--- src/sv/matrix_diagonal_zigzag_scan_macros.svh ---
// ----------------------------------------------------------------------------
// matrix_diagonal_zigzag_scan_macros.svh
// Assertion macros for the zigzag scan block. They are empty when SYNTHESIS is set.
// ----------------------------------------------------------------------------
`ifndef MATRIX_DIAGONAL_ZIGZAG_SCAN_MACROS_SVH
`define MATRIX_DIAGONAL_ZIGZAG_SCAN_MACROS_SVH

`ifndef SYNTHESIS

// ante holds in a cycle -> cons holds in the same cycle
`define MDZZ_ASSERT_IMP(lbl, clk, rst, ante, cons, msg) \
  lbl: assert property (@(posedge clk) disable iff (rst) (ante) |-> (cons)) else $error(msg);

// ante holds in a cycle -> cons holds in the next cycle
`define MDZZ_ASSERT_NXT(lbl, clk, rst, ante, cons, msg) \
  lbl: assert property (@(posedge clk) disable iff (rst) (ante) |=> (cons)) else $error(msg);

`else

`define MDZZ_ASSERT_IMP(lbl, clk, rst, ante, cons, msg)
`define MDZZ_ASSERT_NXT(lbl, clk, rst, ante, cons, msg)

`endif

`endif

--- src/sv/mdzz_pkg.sv ---
// ----------------------------------------------------------------------------
// mdzz_pkg
// Shared types, constants and helpers for the zigzag scan block.
// ----------------------------------------------------------------------------
`default_nettype none

package mdzz_pkg;

  localparam int unsigned MAX_ROWS_DEF = 8;
  localparam int unsigned MAX_COLS_DEF = 8;

  localparam int unsigned DATA_W    = 32;
  localparam int unsigned CFG_W     = 4;
  localparam int unsigned OUT_IDX_W = 3;
  localparam int unsigned APB_W     = 32;
  localparam int unsigned PADDR_W   = 3;

  // register indexes (paddr[2])
  localparam logic REG_ROW_COUNT = 1'b0;
  localparam logic REG_COL_COUNT = 1'b1;

  localparam logic [CFG_W-1:0] DIM_RST = 4'd8;

  // scan job handed from front to back
  typedef struct packed {
    logic [CFG_W-1:0] row_count;
    logic [CFG_W-1:0] col_count;
  } job_t;

  typedef enum logic {
    BK_IDLE,
    BK_SCAN
  } bk_state_t;

  // zero acts as one, anything above maxv acts as maxv
  function automatic int unsigned clamp_dim(input logic [CFG_W-1:0] v,
                                            input int unsigned maxv);
    int unsigned r;
    r = int'(v);
    if (r == 0) begin
      r = 1;
    end else if (r > maxv) begin
      r = maxv;
    end
    return r;
  endfunction

endpackage

`default_nettype wire

--- src/sv/mdzz_ram.sv ---
// ----------------------------------------------------------------------------
// mdzz_ram
// Generic single-write, single-read RAM with registered read data.
// ----------------------------------------------------------------------------
`default_nettype none

module mdzz_ram #(
  parameter int unsigned WIDTH = 32,
  parameter int unsigned DEPTH = 64,
  parameter int unsigned AW    = (DEPTH > 1) ? $clog2(DEPTH) : 1
) (
  input  logic             clk,
  input  logic             we,
  input  logic [AW-1:0]    waddr,
  input  logic [WIDTH-1:0] wdata,
  input  logic [AW-1:0]    raddr,
  output logic [WIDTH-1:0] rdata
);

  logic [WIDTH-1:0] mem [DEPTH];

  always_ff @(posedge clk) begin
    if (we) begin
      mem[waddr] <= wdata;
    end
    rdata <= mem[raddr];
  end

endmodule

`default_nettype wire

--- src/sv/mdzz_front.sv ---
// ----------------------------------------------------------------------------
// mdzz_front
// Load side: writes each word into the store and queues a scan job when
// the matrix is complete.
// ----------------------------------------------------------------------------
`default_nettype none

module mdzz_front #(
  parameter int unsigned MAX_ROWS = mdzz_pkg::MAX_ROWS_DEF,
  parameter int unsigned MAX_COLS = mdzz_pkg::MAX_COLS_DEF
) (
  input  logic                                   clk,
  input  logic                                   rst,
  input  logic                                   start,
  input  logic                                   hold,
  input  logic [mdzz_pkg::DATA_W-1:0]            elem_value,
  input  logic [mdzz_pkg::CFG_W-1:0]             row_count,
  input  logic [mdzz_pkg::CFG_W-1:0]             col_count,
  output logic                                   ram_we,
  output logic [((MAX_ROWS*MAX_COLS > 1) ?
                 $clog2(MAX_ROWS*MAX_COLS) : 1)-1:0] ram_waddr,
  output logic [mdzz_pkg::DATA_W-1:0]            ram_wdata,
  output logic                                   push,
  output mdzz_pkg::job_t                         push_job
);

  import mdzz_pkg::*;

  localparam int unsigned DEPTH = MAX_ROWS * MAX_COLS;
  localparam int unsigned AW    = (DEPTH > 1) ? $clog2(DEPTH) : 1;
  localparam int unsigned TW    = $clog2(DEPTH + 1);

  logic [TW-1:0] load_count;
  logic [TW-1:0] load_count_next;
  logic [TW-1:0] count_inc;
  logic [TW-1:0] total;
  logic          accept;
  logic          complete;

  assign accept    = start && !hold;
  assign total     = TW'(clamp_dim(row_count, MAX_ROWS)) *
                     TW'(clamp_dim(col_count, MAX_COLS));
  assign count_inc = load_count + TW'(1);
  assign complete  = (count_inc >= total);

  assign ram_we    = accept;
  assign ram_waddr = load_count[AW-1:0];
  assign ram_wdata = elem_value;

  assign push               = accept && complete;
  assign push_job.row_count = row_count;
  assign push_job.col_count = col_count;

  always_comb begin
    load_count_next = load_count;
    if (accept) begin
      load_count_next = complete ? '0 : count_inc;
    end
  end

  always_ff @(posedge clk) begin
    if (rst) begin
      load_count <= '0;
    end else begin
      load_count <= load_count_next;
    end
  end

endmodule

`default_nettype wire

--- src/sv/mdzz_queue.sv ---
// ----------------------------------------------------------------------------
// mdzz_queue
// Two-entry job queue between load side and scan side.
// ----------------------------------------------------------------------------
`default_nettype none

module mdzz_queue (
  input  logic           clk,
  input  logic           rst,
  input  logic           push,
  input  mdzz_pkg::job_t push_job,
  input  logic           pop,
  output logic           q_valid,
  output mdzz_pkg::job_t q_job
);

  import mdzz_pkg::*;

  job_t       entry [2];
  logic       wptr;
  logic       rptr;
  logic [1:0] fill;

  assign q_valid = (fill != 2'd0);
  assign q_job   = entry[rptr];

  always_ff @(posedge clk) begin
    if (push) begin
      entry[wptr] <= push_job;
    end
  end

  always_ff @(posedge clk) begin
    if (rst) begin
      wptr <= 1'b0;
      rptr <= 1'b0;
      fill <= 2'd0;
    end else begin
      if (push) begin
        wptr <= ~wptr;
      end
      if (pop) begin
        rptr <= ~rptr;
      end
      unique case ({push, pop})
        2'b10:   fill <= fill + 2'd1;
        2'b01:   fill <= fill - 2'd1;
        default: fill <= fill;
      endcase
    end
  end

endmodule

`default_nettype wire

--- src/sv/mdzz_back.sv ---
// ----------------------------------------------------------------------------
// mdzz_back
// Scan side: walks the matrix in diagonal zigzag order, one store read per
// cycle, and emits one result word per cycle.
// ----------------------------------------------------------------------------
`default_nettype none

module mdzz_back #(
  parameter int unsigned MAX_ROWS = mdzz_pkg::MAX_ROWS_DEF,
  parameter int unsigned MAX_COLS = mdzz_pkg::MAX_COLS_DEF
) (
  input  logic                                   clk,
  input  logic                                   rst,
  input  logic                                   q_valid,
  input  mdzz_pkg::job_t                         q_job,
  output logic                                   pop,
  output logic [((MAX_ROWS*MAX_COLS > 1) ?
                 $clog2(MAX_ROWS*MAX_COLS) : 1)-1:0] ram_raddr,
  input  logic [mdzz_pkg::DATA_W-1:0]            ram_rdata,
  output logic                                   active,
  output logic                                   out_strobe,
  output logic signed [mdzz_pkg::DATA_W-1:0]     out_value,
  output logic [mdzz_pkg::OUT_IDX_W-1:0]         out_row,
  output logic [mdzz_pkg::OUT_IDX_W-1:0]         out_col,
  output logic                                   out_last
);

  import mdzz_pkg::*;

  localparam int unsigned DEPTH = MAX_ROWS * MAX_COLS;
  localparam int unsigned AW    = (DEPTH > 1) ? $clog2(DEPTH) : 1;
  localparam int unsigned RIW   = (MAX_ROWS > 1) ? $clog2(MAX_ROWS) : 1;
  localparam int unsigned CIW   = (MAX_COLS > 1) ? $clog2(MAX_COLS) : 1;
  localparam int unsigned CCW   = $clog2(MAX_COLS + 1);

  bk_state_t      state, state_next;
  logic [RIW-1:0] row, row_next;
  logic [CIW-1:0] col, col_next;
  logic           up, up_next;
  logic [AW-1:0]  k, k_next;
  logic [RIW-1:0] rows_m1, rows_m1_next;
  logic [CIW-1:0] cols_m1, cols_m1_next;
  logic [CCW-1:0] cols, cols_next;
  logic [AW-1:0]  total_m1, total_m1_next;
  logic           st_valid, st_valid_next;
  logic [RIW-1:0] st_row;
  logic [CIW-1:0] st_col;
  logic           st_last;
  logic           at_end;
  int unsigned    dim_r;
  int unsigned    dim_c;

  assign dim_r  = clamp_dim(q_job.row_count, MAX_ROWS);
  assign dim_c  = clamp_dim(q_job.col_count, MAX_COLS);
  assign at_end = (k == total_m1);

  assign ram_raddr = AW'(row) * AW'(cols) + AW'(col);

  assign active     = (state == BK_SCAN) || st_valid;
  assign out_strobe = st_valid;
  assign out_value  = $signed(ram_rdata);
  assign out_row    = OUT_IDX_W'(st_row);
  assign out_col    = OUT_IDX_W'(st_col);
  assign out_last   = st_last;

  always_comb begin
    state_next    = state;
    row_next      = row;
    col_next      = col;
    up_next       = up;
    k_next        = k;
    rows_m1_next  = rows_m1;
    cols_m1_next  = cols_m1;
    cols_next     = cols;
    total_m1_next = total_m1;
    st_valid_next = 1'b0;
    pop           = 1'b0;
    unique case (state)
      BK_IDLE: begin
        if (q_valid) begin
          pop           = 1'b1;
          rows_m1_next  = RIW'(dim_r - 1);
          cols_m1_next  = CIW'(dim_c - 1);
          cols_next     = CCW'(dim_c);
          total_m1_next = AW'(dim_r * dim_c - 1);
          row_next      = '0;
          col_next      = '0;
          up_next       = 1'b1;
          k_next        = '0;
          state_next    = BK_SCAN;
        end
      end
      BK_SCAN: begin
        st_valid_next = 1'b1;
        k_next        = k + AW'(1);
        if (at_end) begin
          state_next = BK_IDLE;
        end
        if (up) begin
          priority if (col == cols_m1) begin
            row_next = row + RIW'(1);
            up_next  = 1'b0;
          end else if (row == '0) begin
            col_next = col + CIW'(1);
            up_next  = 1'b0;
          end else begin
            row_next = row - RIW'(1);
            col_next = col + CIW'(1);
          end
        end else begin
          priority if (row == rows_m1) begin
            col_next = col + CIW'(1);
            up_next  = 1'b1;
          end else if (col == '0) begin
            row_next = row + RIW'(1);
            up_next  = 1'b1;
          end else begin
            row_next = row + RIW'(1);
            col_next = col - CIW'(1);
          end
        end
      end
      default: state_next = BK_IDLE;
    endcase
  end

  always_ff @(posedge clk) begin
    if (rst) begin
      state    <= BK_IDLE;
      st_valid <= 1'b0;
    end else begin
      state    <= state_next;
      st_valid <= st_valid_next;
    end
  end

  always_ff @(posedge clk) begin
    row      <= row_next;
    col      <= col_next;
    up       <= up_next;
    k        <= k_next;
    rows_m1  <= rows_m1_next;
    cols_m1  <= cols_m1_next;
    cols     <= cols_next;
    total_m1 <= total_m1_next;
    st_row   <= row;
    st_col   <= col;
    st_last  <= at_end;
  end

endmodule

`default_nettype wire

--- src/sv/matrix_diagonal_zigzag_scan.sv ---
// ----------------------------------------------------------------------------
// matrix_diagonal_zigzag_scan
// Loads a matrix in row-major order and emits it in diagonal zigzag order.
//
//   channel  handshake                     words
//   in       start & !busy                 elem_value
//   out      out_strobe (one cycle)        out_value, out_row, out_col, out_last
//   cfg      psel & penable & pwrite       row_count @0x0, col_count @0x4
//
// A word that does not complete the matrix leaves busy low, so the next word can be taken straight after it.
// The completing word queues a scan job and raises busy until the scan
// is through; results follow one per cycle, paced by the single store
// read port of the scan sequencer.
// Synchronous reset; the matrix store is not cleared.
// Results cannot be stalled.
// ----------------------------------------------------------------------------
`default_nettype none

`include "matrix_diagonal_zigzag_scan_macros.svh"

module matrix_diagonal_zigzag_scan #(
  parameter int unsigned MAX_ROWS = mdzz_pkg::MAX_ROWS_DEF,
  parameter int unsigned MAX_COLS = mdzz_pkg::MAX_COLS_DEF
) (
  input  logic                                  clk,
  input  logic                                  rst,
  input  logic                                  start,
  output logic                                  busy,
  input  logic signed [mdzz_pkg::DATA_W-1:0]    elem_value,
  output logic                                  out_strobe,
  output logic signed [mdzz_pkg::DATA_W-1:0]    out_value,
  output logic [mdzz_pkg::OUT_IDX_W-1:0]        out_row,
  output logic [mdzz_pkg::OUT_IDX_W-1:0]        out_col,
  output logic                                  out_last,
  input  logic                                  psel,
  input  logic                                  penable,
  input  logic                                  pwrite,
  input  logic [mdzz_pkg::PADDR_W-1:0]          paddr,
  input  logic [mdzz_pkg::APB_W-1:0]            pwdata,
  output logic [mdzz_pkg::APB_W-1:0]            prdata,
  output logic                                  pready
);

  import mdzz_pkg::*;

  localparam int unsigned DEPTH = MAX_ROWS * MAX_COLS;
  localparam int unsigned AW    = (DEPTH > 1) ? $clog2(DEPTH) : 1;

  logic [CFG_W-1:0]  row_count;
  logic [CFG_W-1:0]  col_count;
  logic              cfg_wr;
  logic              ram_we;
  logic [AW-1:0]     ram_waddr;
  logic [DATA_W-1:0] ram_wdata;
  logic [AW-1:0]     ram_raddr;
  logic [DATA_W-1:0] ram_rdata;
  logic              push;
  job_t              push_job;
  logic              pop;
  logic              q_valid;
  job_t              q_job;
  logic              back_active;

  // config registers
  assign pready = 1'b1;
  assign cfg_wr = psel && penable && pwrite;

  always_ff @(posedge clk) begin
    if (rst) begin
      row_count <= DIM_RST;
      col_count <= DIM_RST;
    end else if (cfg_wr) begin
      unique case (paddr[2])
        REG_ROW_COUNT: row_count <= pwdata[CFG_W-1:0];
        REG_COL_COUNT: col_count <= pwdata[CFG_W-1:0];
        default:       row_count <= row_count;
      endcase
    end
  end

  always_comb begin
    unique case (paddr[2])
      REG_ROW_COUNT: prdata = APB_W'(row_count);
      REG_COL_COUNT: prdata = APB_W'(col_count);
      default:       prdata = '0;
    endcase
  end

  assign busy = q_valid || back_active;

  mdzz_front #(
    .MAX_ROWS (MAX_ROWS),
    .MAX_COLS (MAX_COLS)
  ) u_front (
    .clk        (clk),
    .rst        (rst),
    .start      (start),
    .hold       (busy),
    .elem_value (elem_value),
    .row_count  (row_count),
    .col_count  (col_count),
    .ram_we     (ram_we),
    .ram_waddr  (ram_waddr),
    .ram_wdata  (ram_wdata),
    .push       (push),
    .push_job   (push_job)
  );

  mdzz_ram #(
    .WIDTH (DATA_W),
    .DEPTH (DEPTH),
    .AW    (AW)
  ) u_store (
    .clk   (clk),
    .we    (ram_we),
    .waddr (ram_waddr),
    .wdata (ram_wdata),
    .raddr (ram_raddr),
    .rdata (ram_rdata)
  );

  mdzz_queue u_queue (
    .clk      (clk),
    .rst      (rst),
    .push     (push),
    .push_job (push_job),
    .pop      (pop),
    .q_valid  (q_valid),
    .q_job    (q_job)
  );

  mdzz_back #(
    .MAX_ROWS (MAX_ROWS),
    .MAX_COLS (MAX_COLS)
  ) u_back (
    .clk        (clk),
    .rst        (rst),
    .q_valid    (q_valid),
    .q_job      (q_job),
    .pop        (pop),
    .ram_raddr  (ram_raddr),
    .ram_rdata  (ram_rdata),
    .active     (back_active),
    .out_strobe (out_strobe),
    .out_value  (out_value),
    .out_row    (out_row),
    .out_col    (out_col),
    .out_last   (out_last)
  );

  `MDZZ_ASSERT_IMP(a_strobe_busy, clk, rst, out_strobe, busy, "result word while not busy")
  `MDZZ_ASSERT_NXT(a_push_busy, clk, rst, push, busy, "scan job queued but block not busy")
  `MDZZ_ASSERT_NXT(a_last_ends, clk, rst, out_strobe && out_last, !out_strobe, "word after last")
  `MDZZ_ASSERT_NXT(a_no_gap, clk, rst, out_strobe && !out_last, out_strobe, "gap in scan output")

endmodule

`default_nettype wire

--- config.mk ---
export PLATFORM = sky130hd
export DESIGN_NAME = matrix_diagonal_zigzag_scan
export DESIGN_NICKNAME = d
export VERILOG_FILES = /design/src/sv/mdzz_pkg.sv /design/src/sv/mdzz_ram.sv /design/src/sv/mdzz_front.sv /design/src/sv/mdzz_queue.sv /design/src/sv/mdzz_back.sv /design/src/sv/matrix_diagonal_zigzag_scan.sv
export VERILOG_INCLUDE_DIRS = /design/src /design/src/sv
export SDC_FILE = /design/constraint.sdc
export NUM_CORES = 2
export LEC_CHECK = 0
export ABC_AREA = 0
export BUFFER_PORTS_ARGS = -buffer_cell sky130_fd_sc_hd__buf_2
export CAP_MARGIN = 20
export CORE_MARGIN = 1.5
export CORE_UTILIZATION = 45
export CTS_CLUSTER_SIZE = 30
export DETAILED_ROUTE_END_ITERATION = 12
export PLACE_DENSITY = 0.75
export SETUP_SLACK_MARGIN = 0.5
export SLEW_MARGIN = 20
export SYNTH_ARGS = -nofsm -noshare
export SYNTH_HDL_FRONTEND = slang
export SYNTH_HIERARCHICAL = 1
export SYNTH_SLANG_ARGS = --single-unit
--- constraint.sdc ---
create_clock -name clk -period 4.97 [get_ports clk]
set_input_delay 0 -clock clk [delete_from_list [all_inputs] [get_ports clk]]
set_output_delay 0 -clock clk [all_outputs]
set_load 0.05 [all_outputs]
## After elaboration in Yosys (flattened, before gate mapping)

Memories as Yosys holds them, arrays and structs flattened. A register that Yosys moved wholly into a read port is not among the register bits.
Cells that the tools add are included.

| word-level totals | value |
|---|---|
| register bits after elaboration | 57 |
| bits in writable memories | 2064 |
| input port bits | 73 |
| output and inout bits | 74 |
| logic and storage cells | 117 |
| memories kept | 2 |

Memories:

| name | depth | bits a word | read ports | clocked after Yosys merged registers in | write ports | RTL line | source |
|---|---|---|---|---|---|---|---|
| u_store.mem | 64 | 32 | 1 | 1 | 1 | mdzz_ram.sv:20 | `logic [WIDTH-1:0] mem [DEPTH];` |
| u_queue.entry | 2 | 8 | 1 | 1 | 1 | mdzz_queue.sv:19 | `job_t entry [2];` |

| cells by class | value |
|---|---|
| $add $sub $neg | 12 |
| multipliers | 3 |
| magnitude comparators | 5 |
| eq/ne operators | 10 |
| muxes and demuxes | 42 |
| bitwise operators | 4 |
| reduce and logical (&&, ||, !) cells | 20 |

Operators with widths:

| operator | number |
|---|---|
| $pmux W32 S2 | 1 |
| $mux W3 | 9 |
| $mux W4 | 6 |
| $mux W7 | 3 |
| $gt A4 B4 Y1 const B | 4 |
| $logic_not A4 Y1 | 4 |
| $mux W1 | 16 |
| $pmux W3 S2 | 2 |
| $pmux W6 S2 | 1 |
| $sub A3 B1 Y3 const B | 4 |
| $ne A4 B4 Y1 const B | 2 |
| $add A7 B1 Y7 const B | 1 |
| $ge A7 B7 Y1 | 1 |
| $mul A7 B7 Y7 | 1 |
| $add A3 B1 Y3 const B | 2 |
| $add A6 B1 Y6 const B | 1 |
| $add A6 B3 Y6 | 1 |
| $eq A3 B3 Y1 | 2 |
| $eq A6 B6 Y1 | 1 |
| $logic_not A3 Y1 | 2 |
| $mul A3 B4 Y6 | 1 |
| $mul A4 B4 Y6 | 1 |
| $mux W6 | 1 |
| $ne A3 B3 Y1 const B | 2 |
| other kinds (15) | 27 |

## Depth between registers and ports, before layout

| depth | value |
|---|---|
| depth in word-level cells | 8 |
| gate-level depth with buffers | 23 |

## Hierarchy

Netlist, hierarchy kept.

By module, submodules not included:

| module | times used | cells each | area each (um2) | seq. area each (um2) |
|---|---|---|---|---|
| mdzz_ram | 1 | 3324 | 78515.3 | 62139.6 |
| mdzz_back | 1 | 259 | 2750.1 | 1051.0 |
| mdzz_front | 1 | 162 | 1326.3 | 140.1 |
| mdzz_queue | 1 | 46 | 774.5 | 580.6 |
| matrix_diagonal_zigzag_scan | 1 | 68 | 609.3 | 160.2 |

## Worst setup path before layout

OpenSTA, ideal clock, no wires.

| path | value |
|---|---|
| path kind | flip-flop to flip-flop |
| start | register u_back.st_valid (netlist: u_back/out_strobe) |
| end | memory u_store.mem[48][0], enable pin |
| arrival | 4.395 ns |
| required time | 4.509 ns |
| setup slack | 0.114 ns |
| stages on the path, launching flop included | 9 |
| buffers on the path | 1 |
| period minus slack after synthesis | 4.856 ns |
| cell sequence | dfxtp_1 > or2_2 > or2_2 > nand2b_2 > inv_1 > buf_2 > nor2b_1 > nand4b_1 > nor3_1 |

| between the ends | value |
|---|---|
| longest elaborated chain between the ends | 6 |

RTL lines:

| what | RTL line | source |
|---|---|---|
| from (decl) | mdzz_back.sv:45 | `logic st_valid, st_valid_next;` |
| from (signal assigned) | mdzz_back.sv:133 | `st_valid <= st_valid_next;` |
| $logic_or A1 B1 Y1 | mdzz_back.sv:59 | `assign active = (state == BK_SCAN) \|\| st_valid;` |
| net back_active | matrix_diagonal_zigzag_scan.sv:62 | `logic back_active;` |
| $logic_or A1 B1 Y1 | matrix_diagonal_zigzag_scan.sv:89 | `assign busy = q_valid \|\| back_active;` |
| net busy | matrix_diagonal_zigzag_scan.sv:28 | `output logic busy,` |
| $logic_not A1 Y1 | mdzz_front.sv:40 | `assign accept = start && !hold;` |
| $logic_and A1 B1 Y1 | mdzz_front.sv:40 |  |
| net ram_we | matrix_diagonal_zigzag_scan.sv:52 | `logic ram_we;` |
| $mux W1 | mdzz_ram.sv:23 | `if (we) begin` |
| $mux W1 (implied by the code) | mdzz_ram.sv:24 | `mem[waddr] <= wdata;` |
| to (decl) | mdzz_ram.sv:20 |  |

The timed path passes the listed nets, and every way through them passes these cells.

## Worst setup path in the final report

| path | value |
|---|---|
| start | register u_back.cols[0] |
| end | register u_store.rdata[10] (read register of u_store.mem) |

| between the ends | value |
|---|---|
| longest elaborated chain between the ends | 2 |

RTL lines:

| what | RTL line | source |
|---|---|---|
| from (decl) | mdzz_back.sv:43 | `logic [CCW-1:0] cols, cols_next;` |
| from (signal assigned) | mdzz_back.sv:144 | `cols <= cols_next;` |
| $mul A3 B4 Y6 | mdzz_back.sv:57 | `assign ram_raddr = AW'(row) * AW'(cols) + AW'(col);` |
| $add A6 B3 Y6 | mdzz_back.sv:57 |  |
| net ram_raddr[2] | matrix_diagonal_zigzag_scan.sv:55 | `logic [AW-1:0] ram_raddr;` |
| to (decl) | mdzz_ram.sv:17 | `output logic [WIDTH-1:0] rdata` |

The timed path passes the listed nets, and every way through them passes these cells.
A chain may end at the register's enable or synchronous reset.

==> impl_metrics.env <==
export IMPL_clk_path_buf_depth=3
export IMPL_rsz0062_at_grt="true"
export IMPL_row_count=158
export IMPL_timing_setup_critical_path_class="reg2reg"
export IMPL_ctsHtreeMaxLevel=4
export IMPL_yosys_area_share_xor_xnor_pct=0.532
export IMPL_design_area_um2=95900
export IMPL_clkLatencyLatePin_ns=0.87
export IMPL_dominant_combinational_cell_family_by_area_after_synthesis="multiplexers"
export IMPL_synth_cells=3859
export IMPL_fillerInstances=14000
export IMPL_clock_pin_slew_worst_setup_and_hold_paths_ns=0.06
export IMPL_die_area_um2=189000
export IMPL_ys_seq_elements=2154
export IMPL_die_x_um=435
export IMPL_synth_adder_area_share_pct=1.01
export IMPL_gr_total_overflow=0
export IMPL_layout_area_seq_um2=64100
export IMPL_die_boundary_height_um=435
export IMPL_dominantRegCellSynth="edfxtp_1"
export IMPL_grt_total_usage_pct=22.0
export IMPL_dp_cells=6352
export IMPL_preCtsSetupSlack_ns=0.0888
export IMPL_yosys_area_top_type_share_pct=74.8
export IMPL_ys_async_sr_fraction_pct=0
export IMPL_synth_compound_area_share_pct=1.96
export IMPL_drt_pass1_iter_count=5
export IMPL_report_final_setup_viol=0
export IMPL_critical_path_start="u_back/cols[0]$_DFFE_PP_"
export IMPL_endpoint_kind="flip-flop"
export IMPL_grt_pass1_vias=41900
export IMPL_cts_tree="yes"
export IMPL_post_drt_via_cell_ratio=6.09
export IMPL_max_fclk_ghz=0.227
export IMPL_finalHoldViolations=0
export IMPL_initialDrtViolationCount=5635
export IMPL_gp_congestion=0.840
export IMPL_timing_critical_path_arrival_ns=5.13
export IMPL_min_delay_start="psel"
export IMPL_placed_cell_area_um2=88500
export IMPL_synth_mux_area_fraction_pct=16.0
export IMPL_detail_route_wl_per_cell_um=30.9
export IMPL_drt_wl_total_um=210000
export IMPL_ant_nets=0
export IMPL_synth_most_common_cell="edfxtp_1"
export IMPL_synth_simple_gate_area_share_pct=2.02
export IMPL_max_slew_worst_pin_slew_ns=1.22
export IMPL_required_ns=5.70
export IMPL_post_synthesis_area_per_instance_um2=21.8
export IMPL_route_vias_total=41400
export IMPL_post_route_min_period_ns=4.41
export IMPL_hold_class="in2reg"
export IMPL_grt_pass1_wl_um=301000
export IMPL_num_nets_final=4270
export IMPL_cts_buffers_inserted=197
export IMPL_cts_root_buf="clkbuf_16"
export IMPL_multiInputGateArea_um2=18900
export IMPL_remaining_design_rule_violation_count=0
export IMPL_ys_seq_area_share_pct=76.3
export IMPL_core_area_um2=185000
export IMPL_run_status="finished, final reports clean"
export IMPL_buffer_ports_inserted=87
export IMPL_final_setup_skew_ns=0.0622
export IMPL_final_cell_count_no_fill=6792
export IMPL_design_portCount=147
export IMPL_post_synth_most_frequent_cells="edfxtp_1, mux4_2, nor2_1, buf_4, mux2i_1"
export IMPL_yosysTopAreaCell="edfxtp_1"
export IMPL_critical_path_peak_fanout=12
export IMPL_worst_setup_path_start_kind="flip-flop"
export IMPL_area_growth_syn_to_layout_pct=14.2
export IMPL_yosysWarningCount=6
export IMPL_max_slew_margin_rel_pct=17.9
export IMPL_synth_area_um2=84000
export IMPL_maxCapViolCount=0
export IMPL_maximum_number_of_pins_on_one_net_before_global_route_repair=77
export IMPL_final_min_period_over_clock_period_pct=88.7
export IMPL_hpwl_um=119000
export IMPL_synth_enable_flop_cells=2093
export IMPL_setup_slack_ns=0.563
export IMPL_clock_sinks=2154
export IMPL_synth_area_top_cells="edfxtp_1, mux4_2, dfxtp_1, mux2i_1, buf_4"
export IMPL_grt_antenna_before_repair=13
export IMPL_drive_gt1_share_pct=29.5
export IMPL_finalMaxSlewViolations=0
export IMPL_r2r_start="u_back/cols[0]$_DFFE_PP_"
export IMPL_synth_cell_type_count=62
export IMPL_initial_utilization_pct=45.3
==> critical path: stages, from the launching register on <==
cell,delay [ns]
edfxtp_1,0.39
and2_2,0.20
fa_1,0.53
inv_1,0.06
fa_1,0.50
inv_1,0.06
fa_4,0.85
buf_4,0.16
buf_4,0.14
buf_6,0.22
mux4_2,0.59
o22ai_1,0.48
nor2_1,0.10
==> sequential cells by signal, indices dropped and copies added (netlist names), 2 cells and up, named ones only <==
signal,flops
u_back/row,3
u_back/k,6
u_queue/fill,2
row_count,4
u_back/cols_m1,3
u_back/col,3
u_back/out_col,3
u_back/out_row,3
u_front/load_count,7
u_queue/entry,16
col_count,4
u_back/cols,4
u_back/total_m1,6
u_store/rdata,32
u_store/mem,2048
u_back/rows_m1,3
==> path summary, 6_finish.rpt <==
| kind | endpoint | slack [ns] | cells past startpoint |
|---|---|---|---|
| max | u_store/rdata[10]$_DFF_P_ | 0.56 | 12 |
| min | col_count[1]$_SDFFE_PP0P_ | 0.17 | 4 |
| max reg2reg | u_store/rdata[10]$_DFF_P_ | 0.56 | 12 |
| min reg2reg | u_queue/entry[0][7]$_DFFE_PP_ | 0.50 | 0 |
==> layer usage <==
metal	global-route usage [%]	vias to the layer above	routed length (um)
met5	0	-	41
met4	9.06	6	8890
met3	3.90	447	22000
met2	36.0	2682	103000
met1	29.4	21800	75800
li1	-	16500	-
==> kinds of logic after synthesis <==
family,after synthesis
compound gates,247
fa+ha+maj,60
other cells,2
xor+xnor,51
buf+inv,333
mux,657
flops,2154
simple gates,355
==> metrics by stage <==
stage / setup TNS, ns / hold slack (ns) / utilization (%)
floorplan: 0 / 0.0691 / -
global route: 0 / 0.174 / 51.7
global placement: -0.0464 / 0.297 / 47.7
CTS: 0 / 0.0121 / 51.5
detailed placement: 0 / 0.339 / 47.7
finish: 0 / 0.172 / 51.7
==> final cells by class <==
| class | instances | share of cell area [%] |
|---|---|---|
| sequential | 2154 | 66.8 |
| clock inverter | 114 | 1.16 |
| tap | 2480 | 3.24 |
| clock buffer | 256 | 5.48 |
| timing repair buffer | 349 | 3.42 |
| antenna | 4 | 0.0104 |
| inverter | 35 | 0.140 |
| multi-input combinational | 1400 | 19.7 |
==> cell usage in the layout, fill, tap and decap left out, types with 54 or more instances in the layout <==
| cell | instances |
|---|---|
| o22ai_1 | 80 |
| buf_2 | 57 |
| dfxtp_1 | 57 |
| clkbuf_16 | 200 |
| nor2_4 | 62 |
| mux4_2 | 544 |
| a21oi_1 | 54 |
| edfxtp_1 | 2093 |
| mux2i_1 | 99 |
| buf_4 | 186 |
| nor2_1 | 110 |
==> what timing repair did <==
action	in CTS	in global routing
buffers inserted	4	7
gates cloned	0	3
hold buffers	51	1
setup endpoints to repair	22	41
pin swaps	2	6
gates resized for setup	16	42
endpoints found under the hold margin	1842	64
Power is not shown: default switching activity piles up to over one toggle a cycle in this logic, so the estimate is an artifact.
